$ cat src/sv/zsn_pkg.sv
// Shared constants, codes and types of the feature z-score normalizer.
package zsn_pkg;

	// Field widths of one input word and one result word
	localparam int ACT_W   = 2;
	localparam int VAL_W   = 32;
	localparam int ROW_W   = 10;
	localparam int FEAT_W  = 4;
	localparam int STD_W   = 31;

	// Configuration register widths and reset values
	localparam int NF_W       = 5;
	localparam int NR_W       = 11;
	localparam int NF_RESET   = 16;
	localparam int NR_RESET   = 1024;
	localparam int PADDR_W    = 3;
	localparam int PDATA_W    = 32;

	// Defaults of the top-level size parameters
	localparam int MAX_ROWS_DEF     = 1024;
	localparam int MAX_FEATURES_DEF = 16;

	// Serial arithmetic unit widths
	localparam int DVD_W  = 64;
	localparam int DVS_W  = 32;
	localparam int SQ_W   = 64;
	localparam int ROOT_W = 32;
	localparam int MUL_W  = 32;

	// 1.0 in Q15.16
	localparam logic [STD_W-1:0] ONE_Q16 = 31'd65536;
	localparam logic [STD_W-1:0] STD_MAX = 31'h7FFF_FFFF;

	typedef logic [ACT_W-1:0]  action_t;
	typedef logic [VAL_W-1:0]  sample_t;
	typedef logic [ROW_W-1:0]  row_t;
	typedef logic [FEAT_W-1:0] feat_t;
	typedef logic [STD_W-1:0]  std_t;

	// Action codes
	localparam action_t ACT_LOAD   = 2'd0;
	localparam action_t ACT_FINISH = 2'd1;
	localparam action_t ACT_READ   = 2'd2;

	// Register indexes (word address bit 2)
	localparam logic REG_NUM_FEATURES = 1'b0;
	localparam logic REG_NUM_ROWS     = 1'b1;

endpackage

$ cat src/sv/zsn_mul.sv
// Bit-serial shift-add squarer: one multiplier bit per cycle.
module zsn_mul (
	input  logic                         clk,
	input  logic                         arst_n,
	input  logic                         start,
	input  logic [zsn_pkg::MUL_W-1:0]    a,
	output logic                         done,
	output logic [2*zsn_pkg::MUL_W-1:0]  product
);
	localparam int CW = $clog2(zsn_pkg::MUL_W);
	localparam int W  = zsn_pkg::MUL_W;

	logic           busy_q;
	logic           done_q;
	logic [CW-1:0]  cnt_q;
	logic [W-1:0]   mcand_q;
	logic [2*W-1:0] prod_q;
	logic [W:0]     psum;

	assign psum = {1'b0, prod_q[2*W-1:W]} + (prod_q[0] ? {1'b0, mcand_q} : '0);

	always_ff @(posedge clk or negedge arst_n) begin
		if (!arst_n) begin
			busy_q <= 1'b0;
			done_q <= 1'b0;
			cnt_q  <= '0;
		end else begin
			done_q <= 1'b0;
			if (start) begin
				busy_q <= 1'b1;
				cnt_q  <= CW'(W - 1);
			end else if (busy_q) begin
				cnt_q <= cnt_q - 1'b1;
				if (cnt_q == '0) begin
					busy_q <= 1'b0;
					done_q <= 1'b1;
				end
			end
		end
	end

	always_ff @(posedge clk) begin
		if (start) begin
			mcand_q <= a;
			prod_q  <= {{W{1'b0}}, a};
		end else if (busy_q) begin
			prod_q <= {psum, prod_q[W-1:1]};
		end
	end

	assign done    = done_q;
	assign product = prod_q;
endmodule

$ cat config.mk
export PLATFORM = sky130hd
export DESIGN_NAME = zsn_mul
export DESIGN_NICKNAME = d
export VERILOG_FILES = /design/src/sv/zsn_pkg.sv /design/src/sv/zsn_mul.sv
export SDC_FILE = /design/constraint.sdc
export NUM_CORES = 1
export LEC_CHECK = 0
export ABC_AREA = 1
export ABC_CLOCK_PERIOD_IN_PS = 2700
export BUFFER_PORTS_ARGS = -buffer_cell sky130_fd_sc_hd__clkbuf_2
export CAP_MARGIN = 5
export CORE_AREA = 4 4 151 153
export CTS_CLUSTER_DIAMETER = 150
export DETAILED_ROUTE_END_ITERATION = 6
export DIE_AREA = 0 0 155 157
export PLACE_DENSITY = 0.51
export SLEW_MARGIN = 30
export SYNTH_ARGS = -nofsm -noshare
export SYNTH_HDL_FRONTEND = slang
export SYNTH_SLANG_ARGS = --single-unit
export TNS_END_PERCENT = 10
$ cat constraint.sdc
create_clock -name clk -period 2.7 [get_ports clk]
set_input_delay 0.405 -clock clk [delete_from_list [all_inputs] [get_ports clk]]
set_output_delay 0.405 -clock clk [all_outputs]
set_load 0.1 [all_outputs]
==> results.py <==
metrics = {
    "drt": {
        "firstDrtPassIters": 5,
        "ant_nets": 0,
        "drt-total-wl_mm": 17.8,
        "via_per_inst": 4.36,
        "dr.first_iter.drc_count": 372,
        "drc": 0,
        "vias": 5621,
        "wire_per_inst_um": 13.8,
    },
    "critical_path": {
        "worstPathRequired_ns": 2.95,
        "cp-end-kind": "register",
        "cp_common_cell": "nand2_1",
        "slowest_delay_ns": 0.41,
        "slowest_stage": "edfxtp_1",
        "worstRegToRegCells": 16,
        "cp.arrival_ns": 2.57,
        "cp_max_fo": 12,
        "path_class": "reg -> reg",
        "start_kind": "register",
        "crit_chain": "buf_4, nand2_1, inv_1, ha_1, nand2_2, inv_1, a21oi_1, nand2_1, nand2_1, nand2_2, nand2_1, nand2_1, nand2_1, nand3_1, nand2_1, inv_1",
    },
    "sta": {
        "holdWs_ns": 0.235,
        "rsz0062_at_grt": "false",
        "maxSlewHeadroom": 0.498,
        "fmax_mhz": 431,
        "setup_viol": 0,
        "finalSetupTns_ns": 0,
        "period_minus_slack_ns": 2.32,
        "final_hold_viol_count": 0,
        "tightestPinTransition_ns": 0.753,
        "skew_ns": 0.0175,
        "drv_slew": 0,
        "period_share": 0.859,
    },
    "clock_tree": {
        "cts_sinks": 103,
        "cts_buffers": 9,
        "clk_latency_ns": 0.37,
        "clock_tree.root_cell": "clkbuf_16",
        "cts_buffer_depth": 2,
        "htree_levels": 3,
        "post_cts_buffers": 0,
        "clk_pin_slew_ns": 0.08,
        "cts_tree": "done",
    },
    "synth": {
        "synth_fa_ha_area_frac": 0.0700,
        "synthXorXnorAreaFrac": 0.0124,
        "yosysUniqueCellTypes": 32,
        "synth_seq_cells": 103,
        "synthFlopType": "edfxtp_1",
        "synthArstFlopShare": 0.0680,
        "yosysWarnings": 0,
        "synth-compound-area-share": 0.0540,
        "yosysSeqAreaShare": 0.430,
        "synthCells": 903,
        "synth_mux_area_frac": 0,
        "synth_nets": 973,
        "yosys.area_share.simple": 0.327,
        "synth_area_mm2": 0.00637,
        "synth-edff-count": 64,
        "syn_area_per_cell_um2": 7.05,
        "synth_top_family_by_area": "simple AND/OR/NAND/NOR gates",
    },
    "finish": {
        "final_cell_mix": "nand2_1, inv_1, clkbuf_2",
        "seqCellArea_mm2": 0.00274,
        "final_common_cell": "nand2_1",
        "nets": 1075,
        "diodes": 0,
        "final_cells": 1290,
        "multiInputGateArea_mm2": 0.00295,
        "area_delta_synth_final_pct": 18.0,
        "drive_gt1_frac": 0.143,
        "fillers": 2299,
        "fin_area_mm2": 0.00751,
    },
    "global_route": {
        "antenna_found_initial": 0,
        "grt_overflow": 0,
        "grt_pass1_wl_mm": 28.3,
        "grt_usage": 0.147,
        "grt_max_degree": 47,
        "grt_pass1_vias": 5360,
    },
    "hold_path": {
        "hold_class": "in -> reg",
        "whs_path_depth": 1,
    },
    "placed_design": {
        "gp_congestion": 0.879,
        "place_inst": 1273,
        "dp_hpwl_mm": 14.0,
        "port_buffers": 99,
        "dpl_cell_area_mm2": 0.00721,
    },
    "pwr": {
        "powerDensity_mw_per_mm2": 703,
        "power_leakage_nw": 4.24,
        "peakVddDrop_mv": 0.297,
    },
    "floorplanning": {
        "start_util": 0.295,
        "core_mm2": 0.0216,
        "die_y_um": 157,
        "boundaryPins": 100,
        "rows": 54,
        "die_x_um": 155,
        "dieArea_mm2": 0.0243,
    },
    "outcome": {
        "status": "finished clean",
    },
    "job": {
        "cap_violations": 0,
    },
}
[final cells by class]
type                            instances  share of cell area
Tap cell                              280              0.0466
Clock buffer                            9              0.0300
Multi-Input combinational cell        621               0.393
Inverter                              161              0.0804
Clock inverter                          7             0.00933
Sequential cell                       103               0.364
Timing Repair Buffer                  109              0.0763
[state kept, by name (all words and copies together), names as in the netlist]
name,cells
cnt_q,5
done,1
product,64
busy_q,1
mcand_q,32
[repair_timing]
item                                   4_1_cts  5_1_grt
endpoints found under the hold margin        7        0
resized for setup                            0        0
hold buffers                                 1        0
[through the flow]
step / total power, W / util / setup WS (ns)
after floorplan: 0.00355 / - / 0.0690
after detailed placement: 0.00397 / 0.334 / 0.395
final: 0.00528 / 0.349 / 0.381
after global placement: 0.00397 / 0.334 / 0.423
after global routing: 0.00556 / 0.349 / 0.117
after CTS: 0.00533 / 0.349 / 0.382
[worst max-delay path: cells and delay by family (launching register included)]
kind                     cells  cell delay, ns
adder cells (fa/ha/maj)      1            0.35
flip-flops                   1            0.41
AND/OR/NAND/NOR             10            0.92
buffers and inverters        4            0.34
AO/OA/AOI/OAI                1            0.19
[power breakdown]
group | internal, W | leakage [nW] | switching (W) | total [W]
combinational | 0.000405 | 3.10 | 0.00154 | 0.00194
sequential | 0.00185 | 0.999 | 0.000124 | 0.00198
clock | 0.000658 | 0.147 | 0.000704 | 0.00136
total | 0.00291 | 4.24 | 0.00237 | 0.00528
[cells by family (layout without fill, tap and decap cells)]
group	Yosys count	count (layout)
simple gates	516	516
buf+inv	179	286
compound gates	61	61
xor+xnor	9	9
fa+ha+maj	35	35
flops	103	103
[synth_stat cells, types with 5 or more instances]
| cell | instances | share of area |
|---|---|---|
| clkbuf_1 | 11 | 0.0065 |
| nor2_1 | 78 | 0.046 |
| nand2_2 | 6 | 0.0059 |
| a21oi_1 | 30 | 0.024 |
| nand2_1 | 367 | 0.22 |
| nand3_1 | 41 | 0.032 |
| buf_2 | 5 | 0.0039 |
| ha_1 | 34 | 0.067 |
| dfrtp_1 | 7 | 0.028 |
| a32o_1 | 5 | 0.0079 |
| edfxtp_1 | 64 | 0.30 |
| xnor2_1 | 8 | 0.011 |
| inv_1 | 161 | 0.095 |
| o21ai_1 | 5 | 0.0039 |
| dfxtp_1 | 32 | 0.10 |
| o21ai_0 | 16 | 0.013 |
[per-layer routing]
| metal | GRT usage | wire (um) | up-vias |
|---|---|---|---|
| li1 | - | - | 2996 |
| met1 | 0.208 | 8920 | 2507 |
| met2 | 0.235 | 7940 | 105 |
| met3 | 0.0261 | 703 | 13 |
| met4 | 0.0366 | 225 | 0 |
| met5 | 0 | 0 | - |
[path summary, 6_finish.rpt]
kind	startpoint	to	slack (ns)
min in group asynchronous	arst_n	cnt_q[2]	0.40
worst max register to register	product[0]	product[54]	0.38
worst min register to register	cnt_q[4]	cnt_q[4]	0.51
max in group asynchronous	arst_n	busy_q	2.13
worst max-delay path	product[0]	product[54]	0.38
worst min-delay path	a[4]	mcand_q[4]	0.23
No activity file was read; power rests on OpenSTA's default activity.
