[config.mk]
export PLATFORM = sky130hd
export DESIGN_NAME = zsn_div
export DESIGN_NICKNAME = d
export VERILOG_FILES = /design/src/sv/zsn_pkg.sv /design/src/sv/zsn_div.sv
export SDC_FILE = /design/constraint.sdc
export NUM_CORES = 1
export LEC_CHECK = 0
export BUFFER_PORTS_ARGS = -buffer_cell sky130_fd_sc_hd__buf_4
export CAP_MARGIN = 25
export CORE_MARGIN = 2
export CORE_UTILIZATION = 49
export DETAILED_ROUTE_END_ITERATION = 6
export GPL_ROUTABILITY_DRIVEN = 0
export PLACE_DENSITY_LB_ADDON = 0.2
export SLEW_MARGIN = 20
export SYNTH_ARGS = -nofsm -noshare
export SYNTH_HDL_FRONTEND = slang
export SYNTH_SLANG_ARGS = --single-unit
[constraint.sdc]
create_clock -name clk -period 2.8 [get_ports clk]
set_input_delay 0.14 -clock clk [delete_from_list [all_inputs] [get_ports clk]]
set_output_delay 0.14 -clock clk [all_outputs]
set_load 0.02 [all_outputs]
[src/sv/zsn_pkg.sv]
// Shared constants, codes and types of the feature z-score normalizer.
package zsn_pkg;

	// Field widths of one input word and one result word
	localparam int ACT_W   = 2;
	localparam int VAL_W   = 32;
	localparam int ROW_W   = 10;
	localparam int FEAT_W  = 4;
	localparam int STD_W   = 31;

	// Configuration register widths and reset values
	localparam int NF_W       = 5;
	localparam int NR_W       = 11;
	localparam int NF_RESET   = 16;
	localparam int NR_RESET   = 1024;
	localparam int PADDR_W    = 3;
	localparam int PDATA_W    = 32;

	// Defaults of the top-level size parameters
	localparam int MAX_ROWS_DEF     = 1024;
	localparam int MAX_FEATURES_DEF = 16;

	// Serial arithmetic unit widths
	localparam int DVD_W  = 64;
	localparam int DVS_W  = 32;
	localparam int SQ_W   = 64;
	localparam int ROOT_W = 32;
	localparam int MUL_W  = 32;

	// 1.0 in Q15.16
	localparam logic [STD_W-1:0] ONE_Q16 = 31'd65536;
	localparam logic [STD_W-1:0] STD_MAX = 31'h7FFF_FFFF;

	typedef logic [ACT_W-1:0]  action_t;
	typedef logic [VAL_W-1:0]  sample_t;
	typedef logic [ROW_W-1:0]  row_t;
	typedef logic [FEAT_W-1:0] feat_t;
	typedef logic [STD_W-1:0]  std_t;

	// Action codes
	localparam action_t ACT_LOAD   = 2'd0;
	localparam action_t ACT_FINISH = 2'd1;
	localparam action_t ACT_READ   = 2'd2;

	// Register indexes (word address bit 2)
	localparam logic REG_NUM_FEATURES = 1'b0;
	localparam logic REG_NUM_ROWS     = 1'b1;

endpackage

[src/sv/zsn_div.sv]
// Bit-serial restoring divider: one quotient bit per cycle.
module zsn_div (
	input  logic                        clk,
	input  logic                        arst_n,
	input  logic                        start,
	input  logic [zsn_pkg::DVD_W-1:0]   dividend,
	input  logic [zsn_pkg::DVS_W-1:0]   divisor,
	output logic                        done,
	output logic [zsn_pkg::DVD_W-1:0]   quotient
);
	localparam int CW = $clog2(zsn_pkg::DVD_W);

	logic                      busy_q;
	logic                      done_q;
	logic [CW-1:0]             cnt_q;
	logic [zsn_pkg::DVD_W-1:0] dvd_q;
	logic [zsn_pkg::DVS_W-1:0] dvs_q;
	logic [zsn_pkg::DVS_W-1:0] rem_q;
	logic [zsn_pkg::DVS_W:0]   rem_sh;
	logic [zsn_pkg::DVS_W:0]   rem_sub;
	logic                      qbit;

	assign rem_sh  = {rem_q, dvd_q[zsn_pkg::DVD_W-1]};
	assign rem_sub = rem_sh - {1'b0, dvs_q};
	assign qbit    = (rem_sh >= {1'b0, dvs_q});

	always_ff @(posedge clk or negedge arst_n) begin
		if (!arst_n) begin
			busy_q <= 1'b0;
			done_q <= 1'b0;
			cnt_q  <= '0;
		end else begin
			done_q <= 1'b0;
			if (start) begin
				busy_q <= 1'b1;
				cnt_q  <= CW'(zsn_pkg::DVD_W - 1);
			end else if (busy_q) begin
				if (cnt_q == '0) begin
					busy_q <= 1'b0;
					done_q <= 1'b1;
				end else begin
					cnt_q <= cnt_q - 1'b1;
				end
			end
		end
	end

	// Quotient bits shift in where dividend bits shift out
	always_ff @(posedge clk) begin
		if (start) begin
			dvd_q <= dividend;
			dvs_q <= divisor;
			rem_q <= '0;
		end else if (busy_q) begin
			dvd_q <= {dvd_q[zsn_pkg::DVD_W-2:0], qbit};
			rem_q <= qbit ? rem_sub[zsn_pkg::DVS_W-1:0] : rem_sh[zsn_pkg::DVS_W-1:0];
		end
	end

	assign done     = done_q;
	assign quotient = dvd_q;

	a_no_restart: assert property (@(posedge clk) disable iff (!arst_n)
		start |-> !busy_q) else $error("divider restarted while busy");
	a_done_after_busy: assert property (@(posedge clk) disable iff (!arst_n)
		done_q |-> $past(busy_q)) else $error("divider done without a run");
	a_cnt_idle: assert property (@(posedge clk) disable iff (!arst_n)
		(!busy_q && !start) |=> (cnt_q == '0 || busy_q))
		else $error("divider counter left nonzero");
endmodule

==> metrics.txt <==
Cell Pwr Density=818.6 nW/um^2; Slowest-stage cell, CP=a311o_2; Root Buffer=clkbuf_16; vias=5893; Syn-to-layout area delta=39.02%; Syn Inst Count=633; initial detailed-routing violation count=317; Crit path max-delay family=compound AO/OA/AOI/OAI gates; launching point of the worst reg2reg path=dvs_q[6]; Synthesized Nets=767; Port Buf Inserts=163; RR Endpoint=quotient[0]; DRC viols=0; crit end category=flop; outcome=complete, no violations; leak pwr=0.004289 uW; Max-Cap Viols=0; dpl cells=986; GRT Total Usage=23.95%; # fillers=1073; CP Depth=10; min-delay worst type=input pin to flop; flop2flop setup slack=0.03 ns; DPL Wire Length=12.79 mm; RSZ-0062 raised after global routing=true; Routed Antenna Nets=0; Antenna Cells=0; final cell count without fillers=1075; initial antenna violation count=0; EDFF count, synth=96; Max Buffers Root-to-Sink=2; TritonCTS clock tree=built; Cell Area, Synth=7308 um^2; grt total ovfl=0; area of the die=15910 um^2; number of global-route vias before repair=6396; final period utilization=98.77%; Rows=44; # nets final=1012; R2R depth=10; Synth Area per Inst=11.55 um^2; Ports=164; Worst VDD drop=534.1 uV; Worst-Skew Late Latency=0.43 ns; Final setup viols=0; worst path bufs/invs=2; vias per cell=5.482; Chip Width=126.1 um; Worst Path Required=2.97 ns; startpoint types=flop; Seq/Total Area, Yosys=50.95%; wire per inst=17.32 um; main flop type after synthesis=edfxtp_1; Max stage delay on crit path=0.44 ns; FMAX=0.3616 GHz; clock sink count=136; worst-path fanout max=13; Worst Setup SP=dvs_q[6]; clock skew=0.01134 ns; Async S/R FF share, synth=5.882%; largest net degree at the start of global routing=74; final WL=18.62 mm; core region area=14530 um^2; Fin. Hold Viols=0; post-synth cell types=65; first-pass GRT wire length=30.55 mm; synth warn=0; initial core utilization=50.28%; WP data arrival=2.94 ns; Seq cells post-synth=136; CTS Buf Count=17; worst rel slew slack=47.49%; Final Max Tran Viols=0; drt pass-1 iters=4; number of H-tree levels=4; Die Span Y=126.1 um; Place WS=-0.04347 ns; Setup TNS Final=0 ns; Reg clk slew, reported paths=0.06 ns; Finished Cell Area=10160 um^2; Slew @ Worst Pin=0.7876 ns; Critical Path, Cell by Cell=inv_1, ha_4, a21oi_4, o21ai_2, a2111oi_2, o21ai_1, a31o_1, a311o_2, buf_12, mux2_2; crit path capture=quotient[0]; total power=8317 uW; Tmin final=2.766 ns; Final Worst Setup Slack=0.03435 ns; Setup Crit Path Kind=flop to flop; fraction of layout cells with a size suffix above 1=36.48%; dpl cell area=8900 um^2
## cells in the final DEF (no fill, tap or decap), drive strengths merged, types with 3 or more instances in the layout
cell         Yosys  layout
nor3            16      16
clkinv           1       4
dfrtp            8       8
a21oi           28      28
mux2i           25      25
nor2b            3       3
and2             4       4
dlygate4sd3      0      53
a22o             3       3
nor2            31      31
o21ai           35      35
nand2b           9       9
xor2            11      11
nand3            5       5
o221ai           3       3
dfxtp           32      32
and3             3       3
o31ai            3       3
buf              9     198
nand2           50      50
a21o            11      11
clkinvlp         0       4
o211ai           6       6
a211oi          17      17
xnor2           21      21
inv             41      47
edfxtp          96      96
clkbuf          16      18
a2111oi          4       4
ha              34      34
mux2            64      64
nand4            6       6
## worst register-to-register path: stages (launching register included)
cell and delay (ns):
edfxtp_1 0.36, inv_1 0.11, ha_4 0.22, a21oi_4 0.15, o21ai_2 0.08, a2111oi_2 0.32, o21ai_1 0.15, a31o_1 0.24
a311o_2 0.44, buf_12 0.18, mux2_2 0.26
## through the flow
stage	hold slack [ns]	util [%]
2_1_floorplan	-0.1556	-
3_3_place_gp	-0.04149	61.23
3_5_place_dp	-0.03715	61.23
4_1_cts	0.00005196	68.98
5_1_grt	0.004537	69.90
6_report	0.01752	69.90
## sequential cells by signal, indices dropped and copies added (netlist names)
| name | flops |
|---|---|
| rem_q | 32 |
| busy_q | 1 |
| done | 1 |
| quotient | 64 |
| cnt_q | 6 |
| dvs_q | 32 |
## synthesized netlist by cell type (all sizes together), types with 8 or more instances
master	n	area (um^2)
edfxtp	96	2883
mux2	64	720.7
nand2	50	190.2
inv	41	153.9
o21ai	35	182.7
ha	34	425.4
dfxtp	32	640.6
nor2	31	116.4
a21oi	28	143.9
mux2i	25	250.2
xnor2	21	183.9
a211oi	17	127.6
clkbuf	16	60.06
nor3	16	80.08
a21o	11	82.58
xor2	11	96.34
buf	9	73.81
nand2b	9	56.30
dfrtp	8	200.2
## worst min-delay path by stage
stage	slack, ns	cells after the start	to	start
2_1_floorplan	-0.16	0	busy_q	arst_n
3_3_place_gp	-0.04	1	done	arst_n
3_5_place_dp	-0.04	1	busy_q	arst_n
4_1_cts	0.00005	2	quotient[33]	dividend[33]
5_1_grt	0.005	2	quotient[4]	dividend[4]
6_report	0.02	2	quotient[62]	dividend[62]
## kinds of logic after synthesis
family / count (synthesis) / share of synthesized area [%]
and+or+nand+nor: 139 / 9.125
buffers and inverters: 67 / 3.989
muxes: 89 / 13.29
AOI/OAI and AO/OA: 135 / 12.72
xor gates and xnor gates: 32 / 3.835
adders and majority gates: 35 / 6.095
DFF: 136 / 50.95
## routing by layer
| layer | vias to the layer above | global-route usage, % | share of wire [%] | wire [um] |
|---|---|---|---|---|
| met1 | 2828 | 28.33 | 41 | 7549 |
| met2 | 200 | 40.01 | 49 | 9214 |
| li1 | 2827 | - | - | - |
| met5 | - | 0 | 0 | 0 |
| met3 | 38 | 8.666 | 7.6 | 1415 |
| met4 | 0 | 9.114 | 2.4 | 442 |
## area by class of cell
class                      count  area [um^2]  area share [%]
clock buffer                  18        439.2           4.323
clock inverter                14        140.1           1.379
inverter                      42        157.7           1.552
multi-input combinational    430         3407           33.53
sequential                   136         3724           36.65
tap                          184        230.2           2.266
timing repair buffer         251         2062           20.30
## power breakdown
part | internal, uW | total, uW | switching [uW]
clock network | 1270 | 2200 | 933
registers | 2510 | 2740 | 232
logic | 1640 | 3380 | 1740
total | 5420 | 8320 | 2900
## timing repair
item,in CTS,in global routing
pin swaps,0,14
endpoints found under the setup margin,11,33
endpoints found under the hold margin,60,0
gates cloned,0,0
gates resized for setup,2,22
hold buffers,53,0
setup buffers,0,4
Note: power is estimated with default switching activity, not from simulation.
