==> src/sv/zsn_pkg.sv <==
// Shared constants, codes and types of the feature z-score normalizer.
package zsn_pkg;

	// Field widths of one input word and one result word
	localparam int ACT_W   = 2;
	localparam int VAL_W   = 32;
	localparam int ROW_W   = 10;
	localparam int FEAT_W  = 4;
	localparam int STD_W   = 31;

	// Configuration register widths and reset values
	localparam int NF_W       = 5;
	localparam int NR_W       = 11;
	localparam int NF_RESET   = 16;
	localparam int NR_RESET   = 1024;
	localparam int PADDR_W    = 3;
	localparam int PDATA_W    = 32;

	// Defaults of the top-level size parameters
	localparam int MAX_ROWS_DEF     = 1024;
	localparam int MAX_FEATURES_DEF = 16;

	// Serial arithmetic unit widths
	localparam int DVD_W  = 64;
	localparam int DVS_W  = 32;
	localparam int SQ_W   = 64;
	localparam int ROOT_W = 32;
	localparam int MUL_W  = 32;

	// 1.0 in Q15.16
	localparam logic [STD_W-1:0] ONE_Q16 = 31'd65536;
	localparam logic [STD_W-1:0] STD_MAX = 31'h7FFF_FFFF;

	typedef logic [ACT_W-1:0]  action_t;
	typedef logic [VAL_W-1:0]  sample_t;
	typedef logic [ROW_W-1:0]  row_t;
	typedef logic [FEAT_W-1:0] feat_t;
	typedef logic [STD_W-1:0]  std_t;

	// Action codes
	localparam action_t ACT_LOAD   = 2'd0;
	localparam action_t ACT_FINISH = 2'd1;
	localparam action_t ACT_READ   = 2'd2;

	// Register indexes (word address bit 2)
	localparam logic REG_NUM_FEATURES = 1'b0;
	localparam logic REG_NUM_ROWS     = 1'b1;

endpackage

==> src/sv/zsn_sqrt.sv <==
// Digit-serial integer square root: two radicand bits, one root bit per cycle.
module zsn_sqrt (
	input  logic                        clk,
	input  logic                        arst_n,
	input  logic                        start,
	input  logic [zsn_pkg::SQ_W-1:0]    radicand,
	output logic                        done,
	output logic [zsn_pkg::ROOT_W-1:0]  root
);
	localparam int CW  = $clog2(zsn_pkg::ROOT_W);
	localparam int RMW = zsn_pkg::ROOT_W + 2;

	logic                       busy_q;
	logic                       done_q;
	logic [CW-1:0]              cnt_q;
	logic [zsn_pkg::SQ_W-1:0]   v_q;
	logic [RMW-1:0]             rem_q;
	logic [zsn_pkg::ROOT_W-1:0] root_q;
	logic [RMW+1:0]             rem_sh;
	logic [RMW+1:0]             trial;
	logic [RMW+1:0]             rem_sub;
	logic                       ge;

	assign rem_sh  = {rem_q, v_q[zsn_pkg::SQ_W-1 -: 2]};
	assign trial   = {2'b00, root_q, 2'b01};
	assign rem_sub = rem_sh - trial;
	assign ge      = (rem_sh >= trial);

	always_ff @(posedge clk or negedge arst_n) begin
		if (!arst_n) begin
			busy_q <= 1'b0;
			done_q <= 1'b0;
			cnt_q  <= '0;
		end else begin
			done_q <= 1'b0;
			if (start) begin
				busy_q <= 1'b1;
				cnt_q  <= CW'(zsn_pkg::ROOT_W - 1);
			end else if (busy_q) begin
				cnt_q <= cnt_q - 1'b1;
				if (cnt_q == '0) begin
					busy_q <= 1'b0;
					done_q <= 1'b1;
				end
			end
		end
	end

	always_ff @(posedge clk) begin
		if (start) begin
			v_q    <= radicand;
			rem_q  <= '0;
			root_q <= '0;
		end else if (busy_q) begin
			v_q    <= {v_q[zsn_pkg::SQ_W-3:0], 2'b00};
			rem_q  <= ge ? rem_sub[RMW-1:0] : rem_sh[RMW-1:0];
			root_q <= {root_q[zsn_pkg::ROOT_W-2:0], ge};
		end
	end

	assign done = done_q;
	assign root = root_q;
endmodule

==> config.mk <==
export PLATFORM = sky130hd
export DESIGN_NAME = zsn_sqrt
export DESIGN_NICKNAME = d
export VERILOG_FILES = /design/src/sv/zsn_pkg.sv /design/src/sv/zsn_sqrt.sv
export SDC_FILE = /design/constraint.sdc
export NUM_CORES = 1
export LEC_CHECK = 0
export BUFFER_PORTS_ARGS = -buffer_cell sky130_fd_sc_hd__buf_2
export CORE_MARGIN = 3
export CORE_UTILIZATION = 63
export DETAILED_ROUTE_END_ITERATION = 7
export PLACE_DENSITY = 0.88
export SYNTH_ARGS = -nofsm -noshare
export SYNTH_HDL_FRONTEND = slang
export SYNTH_SLANG_ARGS = --single-unit
==> constraint.sdc <==
create_clock -name clk -period 5.6 [get_ports clk]
set_input_delay 1.12 -clock clk [delete_from_list [all_inputs] [get_ports clk]]
set_output_delay 1.12 -clock clk [all_outputs]
set_load 0.05 [all_outputs]
==> flow_results.xml, run 1 <==
<?xml version="1.0" encoding="UTF-8"?>
<metrics>
  <group name="status">
    <metric name="outcome" unit="">finished, final reports clean</metric>
  </group>
  <group name="job">
    <metric name="drv.max_cap_violation_count" unit="">0</metric>
  </group>
  <group name="floorplan">
    <metric name="core-area" unit="um^2">11600</metric>
    <metric name="die_area" unit="um^2">13400</metric>
    <metric name="starting_utilization_of_the_core_area" unit="%">65.6</metric>
    <metric name="design.portCount" unit="">100</metric>
    <metric name="die_w" unit="um">116</metric>
    <metric name="fp-row-count" unit="">39</metric>
    <metric name="die-height" unit="um">116</metric>
  </group>
  <group name="synthesis">
    <metric name="synth.mux.area_fraction" unit="%">15.9</metric>
    <metric name="yosys_most_used_dff" unit="">dfxtp_1</metric>
    <metric name="synthesis.area_per_instance" unit="um^2">10.1</metric>
    <metric name="ys_ff_latch" unit="">137</metric>
    <metric name="xor_xnor_cell_area_share_of_the_yosys_netlist" unit="%">3.57</metric>
    <metric name="synth-adder-area-share" unit="%">5.92</metric>
    <metric name="synth-async-reset-ratio" unit="%">5.11</metric>
    <metric name="synth_sequential_area_ratio" unit="%">44.9</metric>
    <metric name="synth_cell_types" unit="">58</metric>
    <metric name="summed_instance_area_of_the_synthesized_netlist" unit="um^2">7610</metric>
    <metric name="synth_simple_gate_area_share" unit="%">12.0</metric>
    <metric name="synth_edf_count" unit="">64</metric>
    <metric name="yosys_warnings" unit="">0</metric>
    <metric name="synth-compound-area-share" unit="%">13.2</metric>
    <metric name="netlist_instances" unit="">751</metric>
    <metric name="synth_top_family_by_area" unit="">multiplexers</metric>
    <metric name="mappedNetlistNets" unit="">854</metric>
  </group>
  <group name="clock_tree">
    <metric name="tritoncts" unit="">built</metric>
    <metric name="cts.htree.levels" unit="">4</metric>
    <metric name="clkSinkCount" unit="">137</metric>
    <metric name="worst_setup_hold_path_clk_slew" unit="ps">60</metric>
    <metric name="cts.root.buffer_cell" unit="">clkbuf_16</metric>
    <metric name="clock_latency" unit="ps">430</metric>
    <metric name="post-cts-setup-buffer-count" unit="">0</metric>
    <metric name="ctsResizeCount" unit="">0</metric>
    <metric name="cts_hold_buffers" unit="">0</metric>
    <metric name="tritoncts.num_buffers" unit="">17</metric>
    <metric name="clockBufferDepth" unit="">2</metric>
  </group>
  <group name="timing">
    <metric name="grt_setup_unrepaired" unit="">false</metric>
    <metric name="fmaxAchievable" unit="MHz">254</metric>
    <metric name="period_share" unit="%">70.3</metric>
    <metric name="transition_at_the_pin_with_the_smallest_max_transition_slack" unit="ps">1050</metric>
    <metric name="setup-violations-final" unit="">0</metric>
    <metric name="timing.slew.headroom" unit="%">29.8</metric>
    <metric name="final-hold-violation-count" unit="">0</metric>
    <metric name="timing_max_transition_violations_final" unit="">0</metric>
    <metric name="final.setup.worst_slack" unit="ps">1670</metric>
    <metric name="finClkSkew" unit="ps">12.5</metric>
    <metric name="post-route-min-period" unit="ps">3930</metric>
    <metric name="setup_total_negative_slack" unit="ps">0</metric>
  </group>
  <group name="power_and_ir_drop">
    <metric name="max-vdd-ir-drop" unit="mV">0.279</metric>
    <metric name="cellPowerDensity" unit="nW/um^2">529</metric>
    <metric name="power_leakage" unit="nW">3.96</metric>
    <metric name="totalPowerFinal" unit="mW">4.64</metric>
  </group>
  <group name="global_routing">
    <metric name="first_pass_grt_wire_length" unit="mm">28.4</metric>
    <metric name="grt_util_all_layers" unit="%">26.7</metric>
    <metric name="first_global_vias" unit="">5942</metric>
    <metric name="grt-ovfl-total" unit="">0</metric>
    <metric name="grt_antenna_before_repair" unit="">0</metric>
    <metric name="grt_max_degree" unit="">97</metric>
  </group>
  <group name="worst_hold_path">
    <metric name="min_path_type" unit="">reg2reg</metric>
    <metric name="hold_depth" unit="">2</metric>
    <metric name="min_from" unit="">rem_q[32]</metric>
    <metric name="worstHoldEndpoint" unit="">rem_q[32]</metric>
  </group>
  <group name="drt">
    <metric name="vias" unit="">6024</metric>
    <metric name="route.detailed.drc" unit="">0</metric>
    <metric name="routed_via_density" unit="">6.12</metric>
    <metric name="drt_total_wl" unit="mm">17.5</metric>
    <metric name="initialDrtViolationCount" unit="">637</metric>
    <metric name="antenna_violation_net_count_after_detailed_routing" unit="">0</metric>
    <metric name="detail_route.first_pass.iterations" unit="">6</metric>
    <metric name="detail_route.wl_per_cell" unit="um">17.8</metric>
  </group>
  <group name="worst_setup_path">
    <metric name="timing.critical_path.fanout_max" unit="">18</metric>
    <metric name="crit_arrival" unit="ps">4190</metric>
    <metric name="setup.worst_path.start_class" unit="">flip-flop</metric>
    <metric name="rr_endpoint" unit="">rem_q[33]</metric>
    <metric name="endpoint_kind" unit="">flip-flop</metric>
    <metric name="timing.setup.critical_path_class" unit="">reg2reg</metric>
    <metric name="rrSetupSlack" unit="ps">1670</metric>
    <metric name="r2r-start" unit="">root[6]</metric>
    <metric name="worst_ep_required" unit="ps">5860</metric>
    <metric name="r2r_cells" unit="">12</metric>
  </group>
  <group name="place">
    <metric name="place_congestion" unit="">0.882</metric>
    <metric name="detailedPlacementHpwl" unit="mm">11.5</metric>
    <metric name="worst_slack_at_placement" unit="ps">1720</metric>
    <metric name="place.detailed.instances" unit="">953</metric>
    <metric name="place.port_buffers" unit="">99</metric>
  </group>
  <group name="finish">
    <metric name="seqCellArea" unit="um^2">3420</metric>
    <metric name="multiInputGateArea" unit="um^2">3840</metric>
    <metric name="drive_gt1_share" unit="%">24.3</metric>
    <metric name="layout.core_utilization" unit="%">75.6</metric>
    <metric name="fin_nets" unit="">932</metric>
    <metric name="fillers" unit="">756</metric>
    <metric name="antennaDiodeCount" unit="">0</metric>
    <metric name="stdcell_count" unit="">985</metric>
    <metric name="synthToLayoutAreaGrowth" unit="%">15.2</metric>
  </group>
</metrics>
[logic make-up after synthesis]
family / count (synthesis)
flip-flops: 137
buffers and inverters: 92
XOR/XNOR: 31
multiplexers: 113
AND/OR/NAND/NOR: 192
adder cells (fa/ha/maj): 36
AO/OA/AOI/OAI: 150
[critical path, cell delays in order, from the launching register on]
cell and delay, ps:
dfxtp_1 380, inv_1 60, ha_1 390, nand4_1 140
or2_1 280, a21oi_2 150, nor2_2 80, o41a_1 400
a211o_1 390, a21oi_2 690, buf_4 430, mux2i_1 270
a211oi_1 90
[per-stage QoR]
stage,instance area (um^2),hold WS (ps)
after global placement,8150,474
after floorplan,7610,462
after detailed placement,8150,482
after global routing,8780,499
final,8780,492
after CTS,8780,490
[where the power goes]
group | internal, mW | switching (mW) | total (mW) | leakage, nW
Clock | 0.685 | 0.479 | 1.16 | 0.310
Combinational | 0.937 | 1.24 | 2.17 | 2.36
Sequential | 1.20 | 0.0991 | 1.30 | 1.29
[area by class of cell]
class | instances | share of cell area (%)
clock inverters | 13 | 1.67
clock buffers | 19 | 5.42
inverters | 48 | 2.05
multi-input cells | 522 | 43.8
well taps | 143 | 2.04
repair buffers | 103 | 6.02
flip-flops and latches | 137 | 39.0
[cell usage after synthesis, types with 4 or more instances]
cell type  count  area (um^2)
a21oi_1       34          170
nor3_1         6         30.0
dfrtp_1        7          175
mux2i_1       51          510
a31oi_1        4         25.0
a21o_1        19          143
a311oi_1      11         96.3
a211oi_1      22          165
inv_1         48          180
ha_1          36          450
mux2_2        62          698
o21ai_0       30          150
nand3_1       16         80.1
nor2_1        69          259
xor2_1        12          105
and3_1         5         31.3
nand2b_1       8         50.1
nand4_1       13         81.3
nor2b_1        5         31.3
dfxtp_1       66         1320
clkbuf_1      39          146
xnor2_1       19          166
edfxtp_1      64         1920
o21bai_1       4         30.0
nand2_1       46          173
[metal layers]
| layer | routed length (um) | global-route usage, % | vias up |
|---|---|---|---|
| li1 | - | - | 2881 |
| met1 | 7340 | 33.2 | 2868 |
| met2 | 8750 | 44.7 | 232 |
| met3 | 1040 | 6.58 | 43 |
| met4 | 404 | 10.8 | 0 |
| met5 | 0 | 0 | - |
[cell usage in the layout, fill, tap and decap left out, types with 30 or more instances in the layout]
cell	count
a21oi_1	34
buf_2	98
o21ai_0	30
mux2i_1	51
edfxtp_1	64
mux2_2	62
nand2_1	46
nor2_1	69
dfxtp_1	66
ha_1	36
inv_1	48
[registers in the layout (all words and copies together), names as in the netlist]
register  count
v_q          64
rem_q        34
root         32
cnt_q         5
busy_q        1
done          1
[worst max-delay path by stage]
stage,cells past startpoint,end,slack [ps],from
4_1_cts,12,rem_q[12],1670,root[6]
6_report,12,rem_q[33],1670,root[6]
5_1_grt,12,rem_q[12],1340,root[6]
3_5_place_dp,12,rem_q[33],1720,root[6]
3_3_place_gp,12,rem_q[9],1880,root[6]
2_1_floorplan,11,rem_q[32],2100,root[6]
(Power assumes the default switching activity.)
==> run 2, diff against run 1 <==
--- a/config.mk
+++ b/config.mk
@@ -7,9 +7,9 @@
 export LEC_CHECK = 0
 export BUFFER_PORTS_ARGS = -buffer_cell sky130_fd_sc_hd__buf_2
 export CORE_MARGIN = 3
-export CORE_UTILIZATION = 63
+export CORE_UTILIZATION = 58
 export DETAILED_ROUTE_END_ITERATION = 7
-export PLACE_DENSITY = 0.88
+export PLACE_DENSITY = 0.82
 export SYNTH_ARGS = -nofsm -noshare
 export SYNTH_HDL_FRONTEND = slang
 export SYNTH_SLANG_ARGS = --single-unit
==> constraint.sdc (replaced) <==
create_clock -name clk -period 4.05 [get_ports clk]
set_input_delay 0.81 -clock clk [delete_from_list [all_inputs] [get_ports clk]]
set_output_delay 0.81 -clock clk [all_outputs]
set_load 0.05 [all_outputs]
==> run 2 against run 1 <==
Against the previous run: register-to-register slack lost 950 ps; final cell count is 3.2% higher; sequential cell count stayed put; critical path type unchanged; critical endpoint is now rem_q[9].
==> flow_results.xml, run 2 (synthesized netlist as in run 1, its figures left out) <==
<?xml version="1.0" encoding="UTF-8"?>
<metrics>
  <group name="clock_tree">
    <metric name="tritoncts" unit="">built</metric>
    <metric name="ctsResizeCount" unit="">0</metric>
    <metric name="worst_setup_hold_path_clk_slew" unit="ps">60</metric>
    <metric name="clock_latency" unit="ps">430</metric>
    <metric name="clkSinkCount" unit="">137</metric>
    <metric name="tritoncts.num_buffers" unit="">17</metric>
    <metric name="cts.root.buffer_cell" unit="">clkbuf_16</metric>
    <metric name="cts_hold_buffers" unit="">0</metric>
    <metric name="post-cts-setup-buffer-count" unit="">0</metric>
    <metric name="clockBufferDepth" unit="">2</metric>
    <metric name="cts.htree.levels" unit="">4</metric>
  </group>
  <group name="drt">
    <metric name="drt_total_wl" unit="mm">16.6</metric>
    <metric name="antenna_violation_net_count_after_detailed_routing" unit="">0</metric>
    <metric name="detail_route.wl_per_cell" unit="um">16.3</metric>
    <metric name="route.detailed.drc" unit="">0</metric>
    <metric name="routed_via_density" unit="">5.80</metric>
    <metric name="detail_route.first_pass.iterations" unit="">5</metric>
    <metric name="vias" unit="">5896</metric>
    <metric name="initialDrtViolationCount" unit="">417</metric>
  </group>
  <group name="floorplan">
    <metric name="design.portCount" unit="">100</metric>
    <metric name="die_w" unit="um">121</metric>
    <metric name="fp-row-count" unit="">41</metric>
    <metric name="core-area" unit="um^2">12700</metric>
    <metric name="starting_utilization_of_the_core_area" unit="%">59.9</metric>
    <metric name="die_area" unit="um^2">14500</metric>
    <metric name="die-height" unit="um">121</metric>
  </group>
  <group name="timing">
    <metric name="finClkSkew" unit="ps">7.65</metric>
    <metric name="timing.slew.headroom" unit="%">46.2</metric>
    <metric name="setup_total_negative_slack" unit="ps">0</metric>
    <metric name="post-route-min-period" unit="ps">3340</metric>
    <metric name="final-hold-violation-count" unit="">0</metric>
    <metric name="setup-violations-final" unit="">0</metric>
    <metric name="transition_at_the_pin_with_the_smallest_max_transition_slack" unit="ps">807</metric>
    <metric name="period_share" unit="%">82.4</metric>
    <metric name="timing_max_transition_violations_final" unit="">0</metric>
    <metric name="fmaxAchievable" unit="MHz">300</metric>
    <metric name="grt_setup_unrepaired" unit="">false</metric>
  </group>
  <group name="global_routing">
    <metric name="grt_max_degree" unit="">70</metric>
    <metric name="first_pass_grt_wire_length" unit="mm">27.7</metric>
    <metric name="grt_antenna_before_repair" unit="">0</metric>
    <metric name="grt-ovfl-total" unit="">0</metric>
    <metric name="first_global_vias" unit="">5874</metric>
    <metric name="grt_util_all_layers" unit="%">23.9</metric>
  </group>
  <group name="worst_setup_path">
    <metric name="timing.critical_path.fanout_max" unit="">25</metric>
    <metric name="worst_ep_required" unit="ps">4320</metric>
    <metric name="endpoint_kind" unit="">flip-flop</metric>
    <metric name="timing.setup.critical_path_class" unit="">reg2reg</metric>
    <metric name="crit_arrival" unit="ps">3610</metric>
    <metric name="rrSetupSlack" unit="ps">710</metric>
    <metric name="setup.worst_path.start_class" unit="">flip-flop</metric>
  </group>
  <group name="place">
    <metric name="place_congestion" unit="">0.867</metric>
    <metric name="detailedPlacementHpwl" unit="mm">11.4</metric>
    <metric name="place.port_buffers" unit="">99</metric>
  </group>
  <group name="finish">
    <metric name="largest_register_ff_count" unit="">64</metric>
    <metric name="fillers" unit="">990</metric>
    <metric name="drive_gt1_share" unit="%">24.5</metric>
    <metric name="antennaDiodeCount" unit="">0</metric>
    <metric name="synthToLayoutAreaGrowth" unit="%">16.0</metric>
    <metric name="layout.core_utilization" unit="%">69.4</metric>
    <metric name="fin_nets" unit="">935</metric>
    <metric name="layout.cells.most_common_list" unit="">98 x buf_2, 69 x nor2_1, 66 x dfxtp_1</metric>
    <metric name="multiInputGateArea" unit="um^2">3840</metric>
    <metric name="registers.top_by_ff_count" unit="">v_q</metric>
    <metric name="final_common_cell" unit="">buf_2</metric>
    <metric name="seqCellArea" unit="um^2">3420</metric>
  </group>
  <group name="status">
    <metric name="outcome" unit="">finished, final reports clean</metric>
  </group>
  <group name="job">
    <metric name="drv.max_cap_violation_count" unit="">0</metric>
  </group>
  <group name="power_and_ir_drop">
    <metric name="power_leakage" unit="nW">3.97</metric>
    <metric name="cellPowerDensity" unit="nW/um^2">732</metric>
    <metric name="max-vdd-ir-drop" unit="mV">0.492</metric>
  </group>
  <group name="worst_hold_path">
    <metric name="min_path_type" unit="">in2async</metric>
  </group>
</metrics>
[run 2: worst paths after layout]
check / to / cells after the start / startpoint
setup reg to reg: rem_q[9] / 12 / root[8]
setup / recovery: rem_q[9] / 12 / root[8]
hold / removal: done / 1 / arst_n
hold reg to reg: rem_q[32] / 2 / rem_q[32]
max in group asynchronous: busy_q / 1 / arst_n
min in group clk: rem_q[32] / 2 / rem_q[32]
[run 2: layer usage]
metal | part of all wire (%) | track usage, % | vias up
met3 | 6.3 | 7.62 | 29
li1 | - | - | 2897
met5 | 0 | 0 | -
met1 | 43 | 29.2 | 2801
met2 | 48 | 38.6 | 169
met4 | 2.1 | 11.1 | 0
[run 2: final cells by class]
class | count | share of cell area (%)
Clock buffer | 17 | 4.82
Clock inverter | 15 | 2.17
Inverter | 48 | 2.04
Multi-Input combinational cell | 522 | 43.5
Sequential cell | 137 | 38.8
Tap cell | 172 | 2.44
Timing Repair Buffer | 106 | 6.23
[run 2: critical path, stage by stage, from the launching register on]
cell and delay, ps:
dfxtp_1 370, inv_1 60, ha_1 390, nand4_1 140
or2_1 270, a21oi_2 160, nor2_2 80, o41a_1 400
a211o_1 400, a21oi_2 170, buf_4 350, mux2i_1 280
a211oi_1 100
[run 2: report_power, final]
| part | internal, mW | switching, mW |
|---|---|---|
| sequential | 1.67 | 0.135 |
| clock | 0.983 | 0.641 |
| combinational | 1.32 | 1.71 |
| total | 3.97 | 2.49 |
[run 2: stage by stage]
stage	total power [mW]	worst slack (ps)	std cells	hold slack [ps]	cell area (um^2)
floorplan	4.14	546	751	462	7610
global placement	4.67	857	985	477	8210
detailed placement	4.78	745	985	481	8210
CTS	6.44	719	1017	184	8830
global route	6.87	481	1017	199	8830
finish	6.46	714	1017	201	8830
==> run 3, diff against run 2 <==
--- a/config.mk
+++ b/config.mk
@@ -5,11 +5,12 @@
 export SDC_FILE = /design/constraint.sdc
 export NUM_CORES = 1
 export LEC_CHECK = 0
+export ABC_AREA = 1
 export BUFFER_PORTS_ARGS = -buffer_cell sky130_fd_sc_hd__buf_2
 export CORE_MARGIN = 3
-export CORE_UTILIZATION = 58
+export CORE_UTILIZATION = 53
 export DETAILED_ROUTE_END_ITERATION = 7
-export PLACE_DENSITY = 0.82
+export PLACE_DENSITY = 0.79
 export SYNTH_ARGS = -nofsm -noshare
 export SYNTH_HDL_FRONTEND = slang
 export SYNTH_SLANG_ARGS = --single-unit
==> constraint.sdc (replaced) <==
create_clock -name clk -period 2.9 [get_ports clk]
set_input_delay 0.58 -clock clk [delete_from_list [all_inputs] [get_ports clk]]
set_output_delay 0.58 -clock clk [all_outputs]
set_load 0.05 [all_outputs]
==> run 3 against run 2 <==
Against the previous run: first-iteration DRC count is 11% higher; sequential power is 39% higher; clock power is 39% higher; die area is 13% higher; sequential share of layout area is 1.6 points lower; synthesized area is 4.4% higher; synthesized cell count is 47% higher; setup slack worse by 430 ps; highest routed layer unchanged.
==> flow_results.xml, run 3 <==
<?xml version="1.0" encoding="UTF-8"?>
<metrics>
  <group name="timing">
    <metric name="post-route-min-period" unit="ps">2610</metric>
    <metric name="final.setup.worst_slack" unit="ps">288</metric>
    <metric name="grt_setup_unrepaired" unit="">false</metric>
    <metric name="timing.slew.headroom" unit="%">63.9</metric>
    <metric name="setup_total_negative_slack" unit="ps">0</metric>
    <metric name="timing_max_transition_violations_final" unit="">0</metric>
    <metric name="final-hold-violation-count" unit="">0</metric>
    <metric name="finClkSkew" unit="ps">13.5</metric>
    <metric name="period_share" unit="%">90.1</metric>
    <metric name="setup-violations-final" unit="">0</metric>
    <metric name="transition_at_the_pin_with_the_smallest_max_transition_slack" unit="ps">541</metric>
    <metric name="fmaxAchievable" unit="MHz">383</metric>
  </group>
  <group name="worst_setup_path">
    <metric name="cp_num_cells" unit="">14</metric>
    <metric name="r2r_cells" unit="">14</metric>
    <metric name="cp_top_family" unit="">simple AND/OR/NAND/NOR gates</metric>
    <metric name="worst_ep_required" unit="ps">3180</metric>
    <metric name="rrSetupSlack" unit="ps">290</metric>
    <metric name="timing.setup.critical_path_class" unit="">reg2reg</metric>
    <metric name="worst_setup_path_startpoint" unit="">root[21]</metric>
    <metric name="rr_endpoint" unit="">rem_q[3]</metric>
    <metric name="worst_path_max_delay_cell" unit="">ha_1</metric>
    <metric name="r2r-start" unit="">root[21]</metric>
    <metric name="endpoint_kind" unit="">flip-flop</metric>
    <metric name="crit_path_cell_trace" unit="">inv_1, ha_1, a21oi_1, nand2_1, nand2_1, nand2_1, nand2_1, nand2_1, nor2_2, nand2_8, inv_4, nand2_1, nand3_1, o21ai_0</metric>
    <metric name="setup.worst_path.start_class" unit="">flip-flop</metric>
    <metric name="timing.critical_path.fanout_max" unit="">45</metric>
    <metric name="max_stage_delay" unit="ps">370</metric>
    <metric name="worst_path_most_repeated_cell" unit="">nand2_1</metric>
    <metric name="crit_arrival" unit="ps">2890</metric>
    <metric name="worst_setup_path_endpoint" unit="">rem_q[3]</metric>
    <metric name="worst-path-buf-inv" unit="">2</metric>
  </group>
  <group name="place">
    <metric name="place.port_buffers" unit="">99</metric>
    <metric name="detailedPlacementHpwl" unit="mm">13.3</metric>
    <metric name="place_congestion" unit="">0.937</metric>
    <metric name="worst_slack_at_placement" unit="ps">264</metric>
  </group>
  <group name="global_routing">
    <metric name="first_pass_grt_wire_length" unit="mm">31.5</metric>
    <metric name="grt_util_all_layers" unit="%">23.5</metric>
    <metric name="grt-ovfl-total" unit="">0</metric>
    <metric name="first_global_vias" unit="">6869</metric>
    <metric name="grt_max_degree" unit="">111</metric>
    <metric name="grt_antenna_before_repair" unit="">0</metric>
  </group>
  <group name="finish">
    <metric name="registers.top_by_ff_count" unit="">v_q</metric>
    <metric name="synthToLayoutAreaGrowth" unit="%">15.6</metric>
    <metric name="antennaDiodeCount" unit="">0</metric>
    <metric name="drive_gt1_share" unit="%">13.0</metric>
    <metric name="layout.core_utilization" unit="%">63.0</metric>
    <metric name="fin_nets" unit="">1302</metric>
    <metric name="layout.cells.most_common_list" unit="">451 x nand2_1, 147 x inv_1, 99 x buf_2</metric>
    <metric name="final_common_cell" unit="">nand2_1</metric>
    <metric name="fillers" unit="">1374</metric>
    <metric name="largest_register_ff_count" unit="">64</metric>
  </group>
  <group name="clock_tree">
    <metric name="worst_setup_hold_path_clk_slew" unit="ps">60</metric>
    <metric name="clock_latency" unit="ps">430</metric>
    <metric name="post-cts-setup-buffer-count" unit="">0</metric>
    <metric name="tritoncts" unit="">built</metric>
    <metric name="clkSinkCount" unit="">137</metric>
    <metric name="cts.htree.levels" unit="">4</metric>
    <metric name="tritoncts.num_buffers" unit="">17</metric>
    <metric name="clockBufferDepth" unit="">2</metric>
    <metric name="cts.root.buffer_cell" unit="">clkbuf_16</metric>
  </group>
  <group name="power_and_ir_drop">
    <metric name="power_frac_clock" unit="%">22.9</metric>
    <metric name="total_switching_power" unit="mW">4.31</metric>
    <metric name="cellPowerDensity" unit="nW/um^2">1070</metric>
    <metric name="power_leakage" unit="nW">4.73</metric>
    <metric name="combPwrFrac" unit="%">51.7</metric>
    <metric name="switching_share" unit="%">43.9</metric>
    <metric name="p_seq_share" unit="%">25.4</metric>
    <metric name="max-vdd-ir-drop" unit="mV">0.638</metric>
    <metric name="internal-power" unit="mW">5.52</metric>
  </group>
  <group name="floorplan">
    <metric name="starting_utilization_of_the_core_area" unit="%">54.5</metric>
    <metric name="die-height" unit="um">128</metric>
    <metric name="die_w" unit="um">128</metric>
    <metric name="design.portCount" unit="">100</metric>
    <metric name="die_area" unit="um^2">16500</metric>
    <metric name="fp-row-count" unit="">44</metric>
    <metric name="core-area" unit="um^2">14600</metric>
  </group>
  <group name="synthesis">
    <metric name="synth.top_cell.area_share" unit="%">24.2</metric>
    <metric name="summed_instance_area_of_the_synthesized_netlist" unit="um^2">7950</metric>
    <metric name="post-synth-top-area-cell" unit="">edfxtp_1</metric>
    <metric name="yosys_most_used_dff" unit="">dfxtp_1</metric>
    <metric name="netlist_top_cells_area" unit="">edfxtp_1 24%, nand2_1 21%, dfxtp_1 17%</metric>
    <metric name="synth_cell_types" unit="">38</metric>
    <metric name="netlist_instances" unit="">1107</metric>
    <metric name="yosys_warnings" unit="">0</metric>
    <metric name="synth.most_common_cell" unit="">nand2_1</metric>
    <metric name="synth-async-reset-ratio" unit="%">5.11</metric>
    <metric name="synth_edf_count" unit="">64</metric>
    <metric name="ys_ff_latch" unit="">137</metric>
    <metric name="synth_sequential_area_ratio" unit="%">43.0</metric>
    <metric name="synthesis.area_per_instance" unit="um^2">7.18</metric>
    <metric name="synth.top_cells.by_count" unit="">451 x nand2_1, 149 x inv_1, 69 x nand3_1</metric>
    <metric name="mappedNetlistNets" unit="">1210</metric>
  </group>
  <group name="job">
    <metric name="drv.max_cap_violation_count" unit="">0</metric>
  </group>
  <group name="drt">
    <metric name="drt_total_wl" unit="mm">18.5</metric>
    <metric name="detail_route.first_pass.iterations" unit="">5</metric>
    <metric name="route.detailed.drc" unit="">0</metric>
    <metric name="detail_route.wl_per_cell" unit="um">13.2</metric>
    <metric name="routed_via_density" unit="">5.13</metric>
    <metric name="vias" unit="">7158</metric>
    <metric name="antenna_violation_net_count_after_detailed_routing" unit="">0</metric>
    <metric name="initialDrtViolationCount" unit="">464</metric>
  </group>
  <group name="worst_hold_path">
    <metric name="min_path_type" unit="">in2reg</metric>
  </group>
  <group name="status">
    <metric name="outcome" unit="">finished, final reports clean</metric>
  </group>
</metrics>
[run 3: through the flow]
step | area, um^2 | total power, mW | std cells | hold slack [ps]
2_1_floorplan | 7950 | 6.59 | 1107 | 284
3_3_place_gp | 8560 | 7.47 | 1363 | 419
3_5_place_dp | 8560 | 7.53 | 1363 | 425
4_1_cts | 9180 | 9.82 | 1396 | 399
5_1_grt | 9190 | 10.7 | 1396 | 414
6_report | 9190 | 9.84 | 1396 | 414
[run 3: routing by layer]
layer,track usage [%],share of wire [%],vias up
li1,-,-,3704
met1,31.0,46,3253
met2,38.5,47,177
met3,6.56,6.0,24
met4,5.37,1.4,0
met5,0,0,-
[run 3: cells by family after synthesis]
kind of cell | share of synthesized area, %
flops | 43.0
xor+xnor | 2.09
simple gates | 31.7
fa+ha+maj | 5.67
compound gates | 8.12
buf+inv | 9.43
[run 3: worst min-delay path: stages]
cell and delay [ps]:
buf_2 70, nand2_1 40, inv_1 40
[run 3: worst min path at each step]
stage                     slack [ps]  depth (start not counted)  endpoint         from
after global placement           420                          1  cnt_q[3]       arst_n
after global routing             410                          3    v_q[0]  radicand[0]
after CTS                        400                          3    v_q[0]  radicand[0]
after floorplan                  280                          0    busy_q       arst_n
final                            410                          3    v_q[0]  radicand[0]
after detailed placement         430                          1  cnt_q[3]       arst_n
[run 3: cell type report]
cell class,count,area (um^2),area share [%]
Multi-Input combinational cell,786,3790,41.3
Inverter,150,568,6.18
Sequential cell,137,3420,37.2
Clock inverter,12,164,1.78
Tap cell,184,230,2.51
Clock buffer,20,447,4.86
Timing Repair Buffer,107,571,6.21
[run 3: what timing repair did]
action / 4_1_cts / 5_1_grt
endpoints found under the setup margin: 0 / 2
resized for setup: 0 / 1
hold buffers: 1 / 0
hold endpoints to repair: 7 / 0
[run 3: power by group through the flow]
stage	registers (mW)	logic, mW	clock network (mW)
global placement	2.53	4.94	0
finish	2.50	5.09	2.25
global route	2.52	5.81	2.37
detailed placement	2.53	5.00	0
floorplan	2.54	4.05	0
CTS	2.49	5.05	2.28
